===== src/segment_length_window_match_assert.svh =====
// ---------------------------------------------------------------------------
// Assertion macros for the segment length window matcher.
// Each macro expands to a labelled concurrent assertion, or to nothing when
// NO_ASSERTIONS is defined.
// ---------------------------------------------------------------------------
`ifndef SEGMENT_LENGTH_WINDOW_MATCH_ASSERT_SVH
`define SEGMENT_LENGTH_WINDOW_MATCH_ASSERT_SVH

`ifndef NO_ASSERTIONS

// The consequent must hold in the same cycle as the antecedent.
`define SLWM_ASSERT_SAME(label, clk, rst, ante, cons) \
   label: assert property (@(posedge clk) disable iff (rst) (ante) |-> (cons)) \
      else $error("segment_length_window_match: same-cycle check failed");

// The consequent must hold in the cycle after the antecedent.
`define SLWM_ASSERT_NEXT(label, clk, rst, ante, cons) \
   label: assert property (@(posedge clk) disable iff (rst) (ante) |=> (cons)) \
      else $error("segment_length_window_match: next-cycle check failed");

`else

`define SLWM_ASSERT_SAME(label, clk, rst, ante, cons)
`define SLWM_ASSERT_NEXT(label, clk, rst, ante, cons)

`endif

`endif


===== src/slwm_pkg.sv =====
// ---------------------------------------------------------------------------
// slwm_pkg
// Field widths, item and status codes and entry types shared by the
// segment length window matcher.
// ---------------------------------------------------------------------------
`default_nettype none

package slwm_pkg;

   localparam int FUNC_W  = 2;
   localparam int VIDEO_W = 16;
   localparam int RESO_W  = 8;
   localparam int SEG_W   = 10;
   localparam int LEN_W   = 24;
   localparam int PAY_W   = 25;
   localparam int STAT_W  = 3;

   // Item codes.
   localparam logic [FUNC_W-1:0] FUNC_LOAD  = 2'd0;
   localparam logic [FUNC_W-1:0] FUNC_QUERY = 2'd1;
   localparam logic [FUNC_W-1:0] FUNC_CLEAR = 2'd2;

   // Result status codes.
   localparam logic [STAT_W-1:0] ST_STORED  = 3'd0;
   localparam logic [STAT_W-1:0] ST_FULL    = 3'd1;
   localparam logic [STAT_W-1:0] ST_MATCH   = 3'd2;
   localparam logic [STAT_W-1:0] ST_NOMATCH = 3'd3;
   localparam logic [STAT_W-1:0] ST_CLEARED = 3'd4;

   // Header overhead added to a segment length.
   localparam logic [PAY_W-1:0] PAY_FIRST = 25'd508;
   localparam logic [PAY_W-1:0] PAY_LATER = 25'd884;

   // Window bounds relative to the observed length.
   localparam int CMP_W = PAY_W + 1;
   localparam logic [CMP_W-1:0] WIN_LOW_BELOW  = 26'd28;
   localparam logic [CMP_W-1:0] WIN_LOW_ABOVE  = 26'd12;
   localparam logic [CMP_W-1:0] WIN_HIGH_START = 26'd30;
   localparam logic [CMP_W-1:0] WIN_HIGH_END   = 26'd39;

   typedef struct packed {
      logic [VIDEO_W-1:0] video;
      logic [RESO_W-1:0]  reso;
      logic [SEG_W-1:0]   seg;
      logic [PAY_W-1:0]   payload;
   } entry_type;

   localparam int ENTRY_W = $bits(entry_type);

   typedef struct packed {
      logic [STAT_W-1:0] status;
      entry_type         entry;
      logic              last;
   } result_type;

endpackage

`default_nettype wire


===== src/slwm_req_if.sv =====
// ---------------------------------------------------------------------------
// slwm_req_if
// Input channel of the matcher: valid/ready handshake and one item.
// ---------------------------------------------------------------------------
`default_nettype none

interface slwm_req_if import slwm_pkg::*; ();

   logic               valid;
   logic               ready;
   logic [FUNC_W-1:0]  func;
   logic [VIDEO_W-1:0] video_num;
   logic [RESO_W-1:0]  reso_id;
   logic [SEG_W-1:0]   seg_index;
   logic [LEN_W-1:0]   seg_len;
   logic [LEN_W-1:0]   query_len;

   modport source (
      output valid, func, video_num, reso_id, seg_index, seg_len, query_len,
      input  ready
   );

   modport sink (
      input  valid, func, video_num, reso_id, seg_index, seg_len, query_len,
      output ready
   );

endinterface

`default_nettype wire


===== src/slwm_rsp_if.sv =====
// ---------------------------------------------------------------------------
// slwm_rsp_if
// Result channel of the matcher: valid/ready handshake and one result.
// ---------------------------------------------------------------------------
`default_nettype none

interface slwm_rsp_if import slwm_pkg::*; ();

   logic               valid;
   logic               ready;
   logic [STAT_W-1:0]  status;
   logic [VIDEO_W-1:0] match_video;
   logic [RESO_W-1:0]  match_reso;
   logic [SEG_W-1:0]   match_seg;
   logic [PAY_W-1:0]   match_payload;
   logic               last;

   modport source (
      output valid, status, match_video, match_reso, match_seg, match_payload, last,
      input  ready
   );

   modport sink (
      input  valid, status, match_video, match_reso, match_seg, match_payload, last,
      output ready
   );

endinterface

`default_nettype wire


===== src/slwm_ram.sv =====
// ---------------------------------------------------------------------------
// slwm_ram
// Generic simple dual-port RAM: one write port, one read port with the
// read data registered.
// ---------------------------------------------------------------------------
`default_nettype none

module slwm_ram #(
   parameter int WIDTH = 8,
   parameter int DEPTH = 16
) (
   input  wire logic                                  clock,
   input  wire logic                                  wr_en,
   input  wire logic [(DEPTH > 1 ? $clog2(DEPTH) : 1)-1:0] wr_addr,
   input  wire logic [WIDTH-1:0]                      wr_data,
   input  wire logic [(DEPTH > 1 ? $clog2(DEPTH) : 1)-1:0] rd_addr,
   output logic      [WIDTH-1:0]                      rd_data
);

   logic [WIDTH-1:0] mem [DEPTH];

   always_ff @(posedge clock) begin
      if (wr_en) begin
         mem[wr_addr] <= wr_data;
      end
      rd_data <= mem[rd_addr];
   end

endmodule

`default_nettype wire


===== src/slwm_window.sv =====
// ---------------------------------------------------------------------------
// slwm_window
// Compare unit: tells whether a stored payload length lies in either of the
// two windows around an observed length.
// ---------------------------------------------------------------------------
`default_nettype none

module slwm_window import slwm_pkg::*; (
   input  wire logic [PAY_W-1:0] payload,
   input  wire logic [LEN_W-1:0] query_len,
   output logic                  hit
);

   logic [CMP_W-1:0] pay_ext;
   logic [CMP_W-1:0] len_ext;
   logic             low_hit;
   logic             high_hit;

   // Sums are one bit wider than the payload, so none of them can wrap.
   always_comb begin
      pay_ext  = {1'b0, payload};
      len_ext  = {{(CMP_W - LEN_W){1'b0}}, query_len};
      low_hit  = (pay_ext + WIN_LOW_BELOW >= len_ext) &&
                 (pay_ext <= len_ext + WIN_LOW_ABOVE);
      high_hit = (pay_ext >= len_ext + WIN_HIGH_START) &&
                 (pay_ext <= len_ext + WIN_HIGH_END);
      hit      = low_hit || high_hit;
   end

endmodule

`default_nettype wire


===== src/segment_length_window_match.sv =====
// ---------------------------------------------------------------------------
// segment_length_window_match
// Table of segment entries with a window match over the stored payloads.
// ---------------------------------------------------------------------------
// Items arrive on req_ch and results leave on rsp_ch, both valid/ready; a
// transfer takes place on a clock edge with valid and ready high.
// A load stores seg_len plus the header overhead (508 for segment 0, 884
// otherwise) and returns one stored or table-full result. A clear empties the
// table and returns one cleared result. Code 3 is dropped without a result.
// A query walks the table in order, each entry through a RAM read state
// (S_READ) and then the shared window compare (S_CHECK), and returns one match
// result per hit or a single no-match result; the final result has last set.
// The block takes one item at a time: req_ch.ready is high only while no
// item is in work.
// The result register lets a new item in while the previous result waits.
// When rsp_ch stalls, the scan pauses on the next hit until the result
// register is free; nothing is lost or reordered.
// Reset empties the table (count to zero) and drops any pending result. The
// RAM is not cleared; only entries below the count are ever read.
// ---------------------------------------------------------------------------
`default_nettype none
`include "segment_length_window_match_assert.svh"

module segment_length_window_match import slwm_pkg::*; #(
   parameter int TABLE_DEPTH = 64
) (
   input wire logic    clock,
   input wire logic    reset,
   slwm_req_if.sink    req_ch,
   slwm_rsp_if.source  rsp_ch
);

   localparam int ADDR_W = (TABLE_DEPTH > 1) ? $clog2(TABLE_DEPTH) : 1;
   localparam int CNT_W  = $clog2(TABLE_DEPTH + 1);
   localparam logic [CNT_W-1:0] CNT_FULL = CNT_W'(TABLE_DEPTH);

   typedef enum logic [5:0] {
      S_IDLE   = 6'b000001,
      S_LOAD   = 6'b000010,
      S_CLEAR  = 6'b000100,
      S_READ   = 6'b001000,
      S_CHECK  = 6'b010000,
      S_FINISH = 6'b100000
   } state_type;

   state_type        state_ff, state_in;
   logic [CNT_W-1:0] count_ff, count_in;
   logic [CNT_W-1:0] idx_ff, idx_in;
   logic [CNT_W-1:0] idx_next;
   entry_type        item_ff, item_in;
   logic [LEN_W-1:0] qlen_ff, qlen_in;
   entry_type        hold_ff, hold_in;
   logic             hold_valid_ff, hold_valid_in;
   result_type       rsp_ff, rsp_in;
   logic             rsp_valid_ff, rsp_valid_in;

   logic             slot_free;
   logic             emit;
   result_type       emit_data;
   logic             ram_we;
   entry_type        ram_rd_data;
   logic [ENTRY_W-1:0] ram_rd_bits;
   logic             hit;
   logic             req_take;
   logic [PAY_W-1:0] load_payload;

   slwm_ram #(
      .WIDTH (ENTRY_W),
      .DEPTH (TABLE_DEPTH)
   ) u_table (
      .clock   (clock),
      .wr_en   (ram_we),
      .wr_addr (count_ff[ADDR_W-1:0]),
      .wr_data (item_ff),
      .rd_addr (idx_ff[ADDR_W-1:0]),
      .rd_data (ram_rd_bits)
   );

   assign ram_rd_data = entry_type'(ram_rd_bits);

   slwm_window u_window (
      .payload   (ram_rd_data.payload),
      .query_len (qlen_ff),
      .hit       (hit)
   );

   assign req_ch.ready = (state_ff == S_IDLE);
   assign req_take     = req_ch.valid && (state_ff == S_IDLE);
   assign slot_free    = !rsp_valid_ff || rsp_ch.ready;
   assign idx_next     = idx_ff + CNT_W'(1);
   assign load_payload = {1'b0, req_ch.seg_len} +
                         ((req_ch.seg_index == '0) ? PAY_FIRST : PAY_LATER);

   always_comb begin
      state_in      = state_ff;
      count_in      = count_ff;
      idx_in        = idx_ff;
      item_in       = item_ff;
      qlen_in       = qlen_ff;
      hold_in       = hold_ff;
      hold_valid_in = hold_valid_ff;
      ram_we        = 1'b0;
      emit          = 1'b0;
      emit_data     = '0;

      unique case (state_ff)
         S_IDLE: begin
            if (req_take) begin
               item_in.video   = req_ch.video_num;
               item_in.reso    = req_ch.reso_id;
               item_in.seg     = req_ch.seg_index;
               item_in.payload = load_payload;
               qlen_in         = req_ch.query_len;
               idx_in          = '0;
               hold_valid_in   = 1'b0;
               unique case (req_ch.func)
                  FUNC_LOAD:  state_in = S_LOAD;
                  FUNC_QUERY: state_in = (count_ff == '0) ? S_FINISH : S_READ;
                  FUNC_CLEAR: state_in = S_CLEAR;
                  default:    state_in = S_IDLE;
               endcase
            end
         end
         S_LOAD: begin
            if (slot_free) begin
               emit           = 1'b1;
               emit_data.last = 1'b1;
               if (count_ff < CNT_FULL) begin
                  ram_we           = 1'b1;
                  count_in         = count_ff + CNT_W'(1);
                  emit_data.status = ST_STORED;
                  emit_data.entry  = item_ff;
               end else begin
                  emit_data.status = ST_FULL;
               end
               state_in = S_IDLE;
            end
         end
         S_CLEAR: begin
            if (slot_free) begin
               emit             = 1'b1;
               emit_data.status = ST_CLEARED;
               emit_data.last   = 1'b1;
               count_in         = '0;
               state_in         = S_IDLE;
            end
         end
         S_READ: begin
            state_in = S_CHECK;
         end
         S_CHECK: begin
            // A hit pushes out the previously held match, so it has to wait
            // for room in the result register; the read data stays put.
            if (!(hit && hold_valid_ff && !slot_free)) begin
               if (hit) begin
                  if (hold_valid_ff) begin
                     emit             = 1'b1;
                     emit_data.status = ST_MATCH;
                     emit_data.entry  = hold_ff;
                  end
                  hold_in       = ram_rd_data;
                  hold_valid_in = 1'b1;
               end
               idx_in   = idx_next;
               state_in = (idx_next == count_ff) ? S_FINISH : S_READ;
            end
         end
         S_FINISH: begin
            if (slot_free) begin
               emit           = 1'b1;
               emit_data.last = 1'b1;
               if (hold_valid_ff) begin
                  emit_data.status = ST_MATCH;
                  emit_data.entry  = hold_ff;
               end else begin
                  emit_data.status = ST_NOMATCH;
               end
               hold_valid_in = 1'b0;
               state_in      = S_IDLE;
            end
         end
         default: begin
            state_in = S_IDLE;
         end
      endcase
   end

   always_comb begin
      rsp_in       = rsp_ff;
      rsp_valid_in = rsp_valid_ff && !rsp_ch.ready;
      if (emit) begin
         rsp_in       = emit_data;
         rsp_valid_in = 1'b1;
      end
   end

   always_ff @(posedge clock) begin
      if (reset) begin
         state_ff      <= S_IDLE;
         count_ff      <= '0;
         hold_valid_ff <= 1'b0;
         rsp_valid_ff  <= 1'b0;
      end else begin
         state_ff      <= state_in;
         count_ff      <= count_in;
         hold_valid_ff <= hold_valid_in;
         rsp_valid_ff  <= rsp_valid_in;
      end
      idx_ff  <= idx_in;
      item_ff <= item_in;
      qlen_ff <= qlen_in;
      hold_ff <= hold_in;
      rsp_ff  <= rsp_in;
   end

   assign rsp_ch.valid         = rsp_valid_ff;
   assign rsp_ch.status        = rsp_ff.status;
   assign rsp_ch.match_video   = rsp_ff.entry.video;
   assign rsp_ch.match_reso    = rsp_ff.entry.reso;
   assign rsp_ch.match_seg     = rsp_ff.entry.seg;
   assign rsp_ch.match_payload = rsp_ff.entry.payload;
   assign rsp_ch.last          = rsp_ff.last;

   `SLWM_ASSERT_SAME(a_count_bound, clock, reset, 1'b1, count_ff <= CNT_FULL)
   `SLWM_ASSERT_SAME(a_scan_in_table, clock, reset,
      (state_ff == S_READ) || (state_ff == S_CHECK), idx_ff < count_ff)
   `SLWM_ASSERT_NEXT(a_write_counts, clock, reset, ram_we,
      count_ff == $past(count_ff) + CNT_W'(1))
   `SLWM_ASSERT_SAME(a_hold_in_query, clock, reset, hold_valid_ff,
      (state_ff == S_READ) || (state_ff == S_CHECK) || (state_ff == S_FINISH))

endmodule

`default_nettype wire


===== src/flat_wrapper.sv =====
// flat-port wrapper written by rule: the top's interface ports become plain ports
module segment_length_window_match_flat import slwm_pkg::*;
#(
   parameter int TABLE_DEPTH = 64
)
  (clock, reset, req_ch_valid, req_ch_func, req_ch_video_num, req_ch_reso_id, req_ch_seg_index, req_ch_seg_len, req_ch_query_len, req_ch_ready, rsp_ch_valid, rsp_ch_status, rsp_ch_match_video, rsp_ch_match_reso, rsp_ch_match_seg, rsp_ch_match_payload, rsp_ch_last, rsp_ch_ready);
  slwm_req_if req_ch_i ();
  slwm_rsp_if rsp_ch_i ();
  input wire logic clock;
  input wire logic reset;
  input wire logic [$bits(req_ch_i.valid)-1:0] req_ch_valid;
  input wire logic [$bits(req_ch_i.func)-1:0] req_ch_func;
  input wire logic [$bits(req_ch_i.video_num)-1:0] req_ch_video_num;
  input wire logic [$bits(req_ch_i.reso_id)-1:0] req_ch_reso_id;
  input wire logic [$bits(req_ch_i.seg_index)-1:0] req_ch_seg_index;
  input wire logic [$bits(req_ch_i.seg_len)-1:0] req_ch_seg_len;
  input wire logic [$bits(req_ch_i.query_len)-1:0] req_ch_query_len;
  output wire logic [$bits(req_ch_i.ready)-1:0] req_ch_ready;
  output wire logic [$bits(rsp_ch_i.valid)-1:0] rsp_ch_valid;
  output wire logic [$bits(rsp_ch_i.status)-1:0] rsp_ch_status;
  output wire logic [$bits(rsp_ch_i.match_video)-1:0] rsp_ch_match_video;
  output wire logic [$bits(rsp_ch_i.match_reso)-1:0] rsp_ch_match_reso;
  output wire logic [$bits(rsp_ch_i.match_seg)-1:0] rsp_ch_match_seg;
  output wire logic [$bits(rsp_ch_i.match_payload)-1:0] rsp_ch_match_payload;
  output wire logic [$bits(rsp_ch_i.last)-1:0] rsp_ch_last;
  input wire logic [$bits(rsp_ch_i.ready)-1:0] rsp_ch_ready;
  assign req_ch_i.valid = req_ch_valid;
  assign req_ch_i.func = req_ch_func;
  assign req_ch_i.video_num = req_ch_video_num;
  assign req_ch_i.reso_id = req_ch_reso_id;
  assign req_ch_i.seg_index = req_ch_seg_index;
  assign req_ch_i.seg_len = req_ch_seg_len;
  assign req_ch_i.query_len = req_ch_query_len;
  assign req_ch_ready = req_ch_i.ready;
  assign rsp_ch_valid = rsp_ch_i.valid;
  assign rsp_ch_status = rsp_ch_i.status;
  assign rsp_ch_match_video = rsp_ch_i.match_video;
  assign rsp_ch_match_reso = rsp_ch_i.match_reso;
  assign rsp_ch_match_seg = rsp_ch_i.match_seg;
  assign rsp_ch_match_payload = rsp_ch_i.match_payload;
  assign rsp_ch_last = rsp_ch_i.last;
  assign rsp_ch_i.ready = rsp_ch_ready;
  segment_length_window_match #(.TABLE_DEPTH(TABLE_DEPTH)) u_core (.clock(clock), .reset(reset), .req_ch(req_ch_i), .rsp_ch(rsp_ch_i));
endmodule

===== config.mk =====
export PLATFORM = sky130hd
export DESIGN_NAME = segment_length_window_match_flat
export DESIGN_NICKNAME = d
export VERILOG_FILES = /design/src/slwm_pkg.sv /design/src/slwm_req_if.sv /design/src/slwm_rsp_if.sv /design/src/slwm_ram.sv /design/src/slwm_window.sv /design/src/segment_length_window_match.sv /design/src/flat_wrapper.sv
export VERILOG_INCLUDE_DIRS = /design/src /design/src/src
export SDC_FILE = /design/constraint.sdc
export NUM_CORES = 2
export LEC_CHECK = 0
export ABC_AREA = 1
export BUFFER_PORTS_ARGS = -buffer_cell sky130_fd_sc_hd__buf_2
export CAP_MARGIN = 20
export CORE_MARGIN = 2
export CORE_UTILIZATION = 31
export DETAILED_ROUTE_END_ITERATION = 6
export PLACE_DENSITY = 0.52
export SLEW_MARGIN = 20
export SYNTH_ARGS = -nofsm -noshare
export SYNTH_HDL_FRONTEND = slang
export SYNTH_SLANG_ARGS = --single-unit

===== constraint.sdc =====
create_clock -name clock -period 7.8 [get_ports clock]
set_input_delay 0.78 -clock clock [delete_from_list [all_inputs] [get_ports clock]]
set_output_delay 0.78 -clock clock [all_outputs]
set_load 0.005 [all_outputs]

==> metrics.txt <==
status=completed; hold endpoint=u_core.item_ff[19]; CTS Buf Count=between 400 and 500; IR drop worst, VDD=0.379 mV; leakage=between 0.05 and 0.06 uW; IO Pins=~150; total gr overflow=0; Via density=between 5 and 6; crit start category=register; P&R area growth vs syn=14.8%; die width=approximately 720 um; count of final hold-check violations=0; # resized after CTS=0; Synth Instances=12300; pin count of the biggest net entering global routing=between 150 and 200; FF-to-FF setup slack=~2.3 ns; CTS max path bufs=4; Synth warnings=0; Setup Viol. Count Final=0; Maximum Capacitance Violations=0; max_slew headroom=19.7%; post-synth cell types=a little over 50; most instantiated cells after synthesis=edfxtp_1 (3988), nor2_1 (2700), o21ai_0 (2239); fin crit share=a little over two thirds; via count=108000; Residual DRC=0; pwr/cell area=roughly 370 nW/um^2; worst-margin pin slew=between 1 and 1.5 ns; gpl congestion=between 0.8 and 0.9; worst-path fanout max=33; cell taking the most area after synthesis=edfxtp_1; final wirelength=between 500000 and 600000 um; Avg Inst Size Synth=between 10 and 15 um^2; clock sinks=between 4000 and 5000; DR iter-0 viols=around 15000; cell with the most instances after synthesis=edfxtp_1; total core area=between 500000 and 600000 um^2; synthesized cell area=roughly 160000 um^2; Die Height=approximately 720 um; Post-DRT Antenna Nets=0; Min-Delay Path Class=input pin to register; post-layout min period=5.51 ns; clk_skew=0.0710 ns; Hold Crit Depth=2; dpl hpwl=approximately 300000 um; final net count=12500; initial core utilization=approximately 31%; CTS clk-pin slew, worst paths=around 0.06 ns; Clk Latency, worst-skew pair=1.01 ns; asr flop ratio synth=0%; synth top area cells=edfxtp_1 (74%), o21ai_0 (7.0%), nor2_1 (6.3%), o22ai_1 (4.5%), clkbuf_1 (1.5%); H-tree levels=5; post-synthesis net count=around 12000; CTS tree=built; final core utilization=between 30 and 40%; Critical Path End Type=register; WP data required=roughly 8.4 ns; Initial DRT Pass Iterations=6; initial antenna violation count=43; Post-synth EDFFs=3988; sequential area share after synthesis=~75%; area share of the largest cell type after synthesis=around three quarters; reg-to-reg endpoint=u_core.rsp_ch.match_video[8]; share of cells above drive strength 1=under 10%; worst r2r src=u_core.qlen_ff[3]; wire length per cell=29.3 um; register bit count reported by yosys=4062; FMAX=around 180 MHz; Setup Crit Path Kind=register to register; cells on worst reg2reg path=20; Worst EP arrival=6.12 ns; max-slew violation count=0; Setup TNS Final=0 ns; Synth Flop Type=edfxtp_1; PortBufs=around 150; Overall Global Routing Usage=a little over a fifth; CTS root buf=clkbuf_16; # rows=264; RSZ-0062 raised after global routing=no; global-route wire length before repair=approximately 800000 um; vias in the first global route=~99000; Die ar.=around 520000 um^2; hold_sp=req_ch_seg_len[19]
how the worst max path moves through the flow:
stage / depth (start not counted) / startpoint / endpoint / slack, ns
2_1_floorplan: 19 / u_core.qlen_ff[3] / u_core.hold_ff[0] / 1.86
6_report: 20 / u_core.qlen_ff[3] / u_core.rsp_ch.match_video[8] / 2.29
3_5_place_dp: 20 / u_core.qlen_ff[3] / u_core.rsp_ch.match_payload[19] / 2.29
3_3_place_gp: 20 / u_core.qlen_ff[3] / u_core.hold_ff[50] / 2.26
4_1_cts: 20 / u_core.qlen_ff[3] / u_core.rsp_ch.match_video[8] / 2.25
5_1_grt: 21 / u_core.qlen_ff[3] / u_core.rsp_ch.match_payload[11] / 1.87
timing repair:
| action | in CTS | in global routing |
|---|---|---|
| hold endpoints to repair | 60 | 0 |
| buffers inserted | 0 | 0 |
| endpoints found under the setup margin | 0 | 0 |
| hold buffers | 60 | 0 |
worst max-delay path: stages (launching register included):
cell	delay, ns
edfxtp_1	0.47
inv_1	0.14
ha_1	0.23
or2_2	0.31
nor2_1	0.26
nand2_1	0.14
inv_1	0.10
nand4_1	0.23
nor4_2	0.42
nand2_1	0.12
xor2_1	0.16
ha_1	0.30
nand2_1	0.07
nor3_1	0.44
nand3_1	0.13
nand2_1	0.13
nand2_2	0.07
nand2_4	0.11
nand3_1	0.17
nand3_4	0.44
buf_4	0.61
cell families (layout without fill, tap and decap cells):
group	Yosys count	in the layout	synth area share [%]
other	0	19	0
adders and majority gates	109	109	0.853
xor gates and xnor gates	106	106	0.577
DFF	4062	4062	75.4
AOI/OAI and AO/OA	3757	3757	12.8
and+or+nand+nor	3230	3230	7.89
buffers and inverters	993	1442	2.52
metrics by stage:
stage | std cells | power [uW] | worst slack, ns | instance area (um^2) | hold WS (ns)
2_1_floorplan | 12300 | 40200 | 1.86 | 161000 | 0.386
3_3_place_gp | 18800 | 48900 | 2.26 | 170000 | 0.391
3_5_place_dp | 18800 | 48900 | 2.29 | 170000 | 0.395
4_1_cts | 19600 | 68700 | 2.25 | 185000 | 0.0367
5_1_grt | 19600 | 71600 | 1.87 | 185000 | 0.101
6_report | 19600 | 68800 | 2.29 | 185000 | 0.112
final cells by class:
class | count | area (um^2)
well taps | 6916 | 8650
repair buffers | 510 | 4470
flip-flops and latches | 4062 | 121000
multi-input cells | 7202 | 36100
diodes | 19 | 47.5
clock buffers | 543 | 11400
inverters | 137 | 559
clock inverters | 252 | 2170
fillers | 49800 | 332000
power by group:
| part | total (uW) | internal [uW] | leakage (uW) | switching [uW] |
|---|---|---|---|---|
| Clock | 20000 | 11200 | 0.00661 | 8770 |
| Sequential | 26600 | 25800 | 0.0365 | 739 |
| Combinational | 22300 | 5790 | 0.0153 | 16500 |
flip-flops by register name (all words and copies together) (netlist names):
| signal | count |
|---|---|
| u_core.u_table.mem | 3776 |
| u_core.hold_ff | 59 |
| u_core.item_ff | 59 |
| u_core.u_table.rd_data | 59 |
| u_core.rsp_ch.match_payload | 25 |
| u_core.qlen_ff | 24 |
| u_core.rsp_ch.match_video | 16 |
| u_core.rsp_ch.match_seg | 10 |
| u_core.rsp_ch.match_reso | 8 |
| u_core.count_ff | 7 |
| u_core.idx_ff | 7 |
| u_core.state_ff | 6 |
| u_core.rsp_ch.status | 3 |
| u_core.hold_valid_ff | 1 |
| u_core.rsp_ch.last | 1 |
| u_core.rsp_ch.valid | 1 |
layer usage:
metal | GRT usage, % | vias up | part of all wire [%]
li1 | - | 46100 | -
met3 | 4.30 | 925 | 10
met4 | 6.08 | 16 | 3.0
met1 | 30.4 | 55700 | 43
met5 | 0 | - | 0.019
met2 | 32.2 | 5431 | 44
cell usage in the layout (no fill, tap or decap), types with 11 or more instances in the layout:
cell type         n
a21oi_1          72
buf_12           70
buf_2           152
buf_4           228
bufinv_16        27
clkbuf_1         97
clkbuf_16       435
clkbuf_8         11
clkinv_1        111
clkinv_2         77
clkinvlp_4       13
dfxtp_1          74
diode_2          19
dlygate4sd3_1    60
edfxtp_1       3988
ha_1            108
inv_1           126
nand2_1         253
nand3_1         173
nand3_2          11
nand4_1          28
nor2_1         2632
nor2_4           71
nor3_1           22
nor4_1           14
o21ai_0        2239
o21ai_1         187
o22ai_1        1166
o32ai_1          60
xnor2_1          18
xor2_1           88
Note: power is estimated with default switching activity, not from simulation.
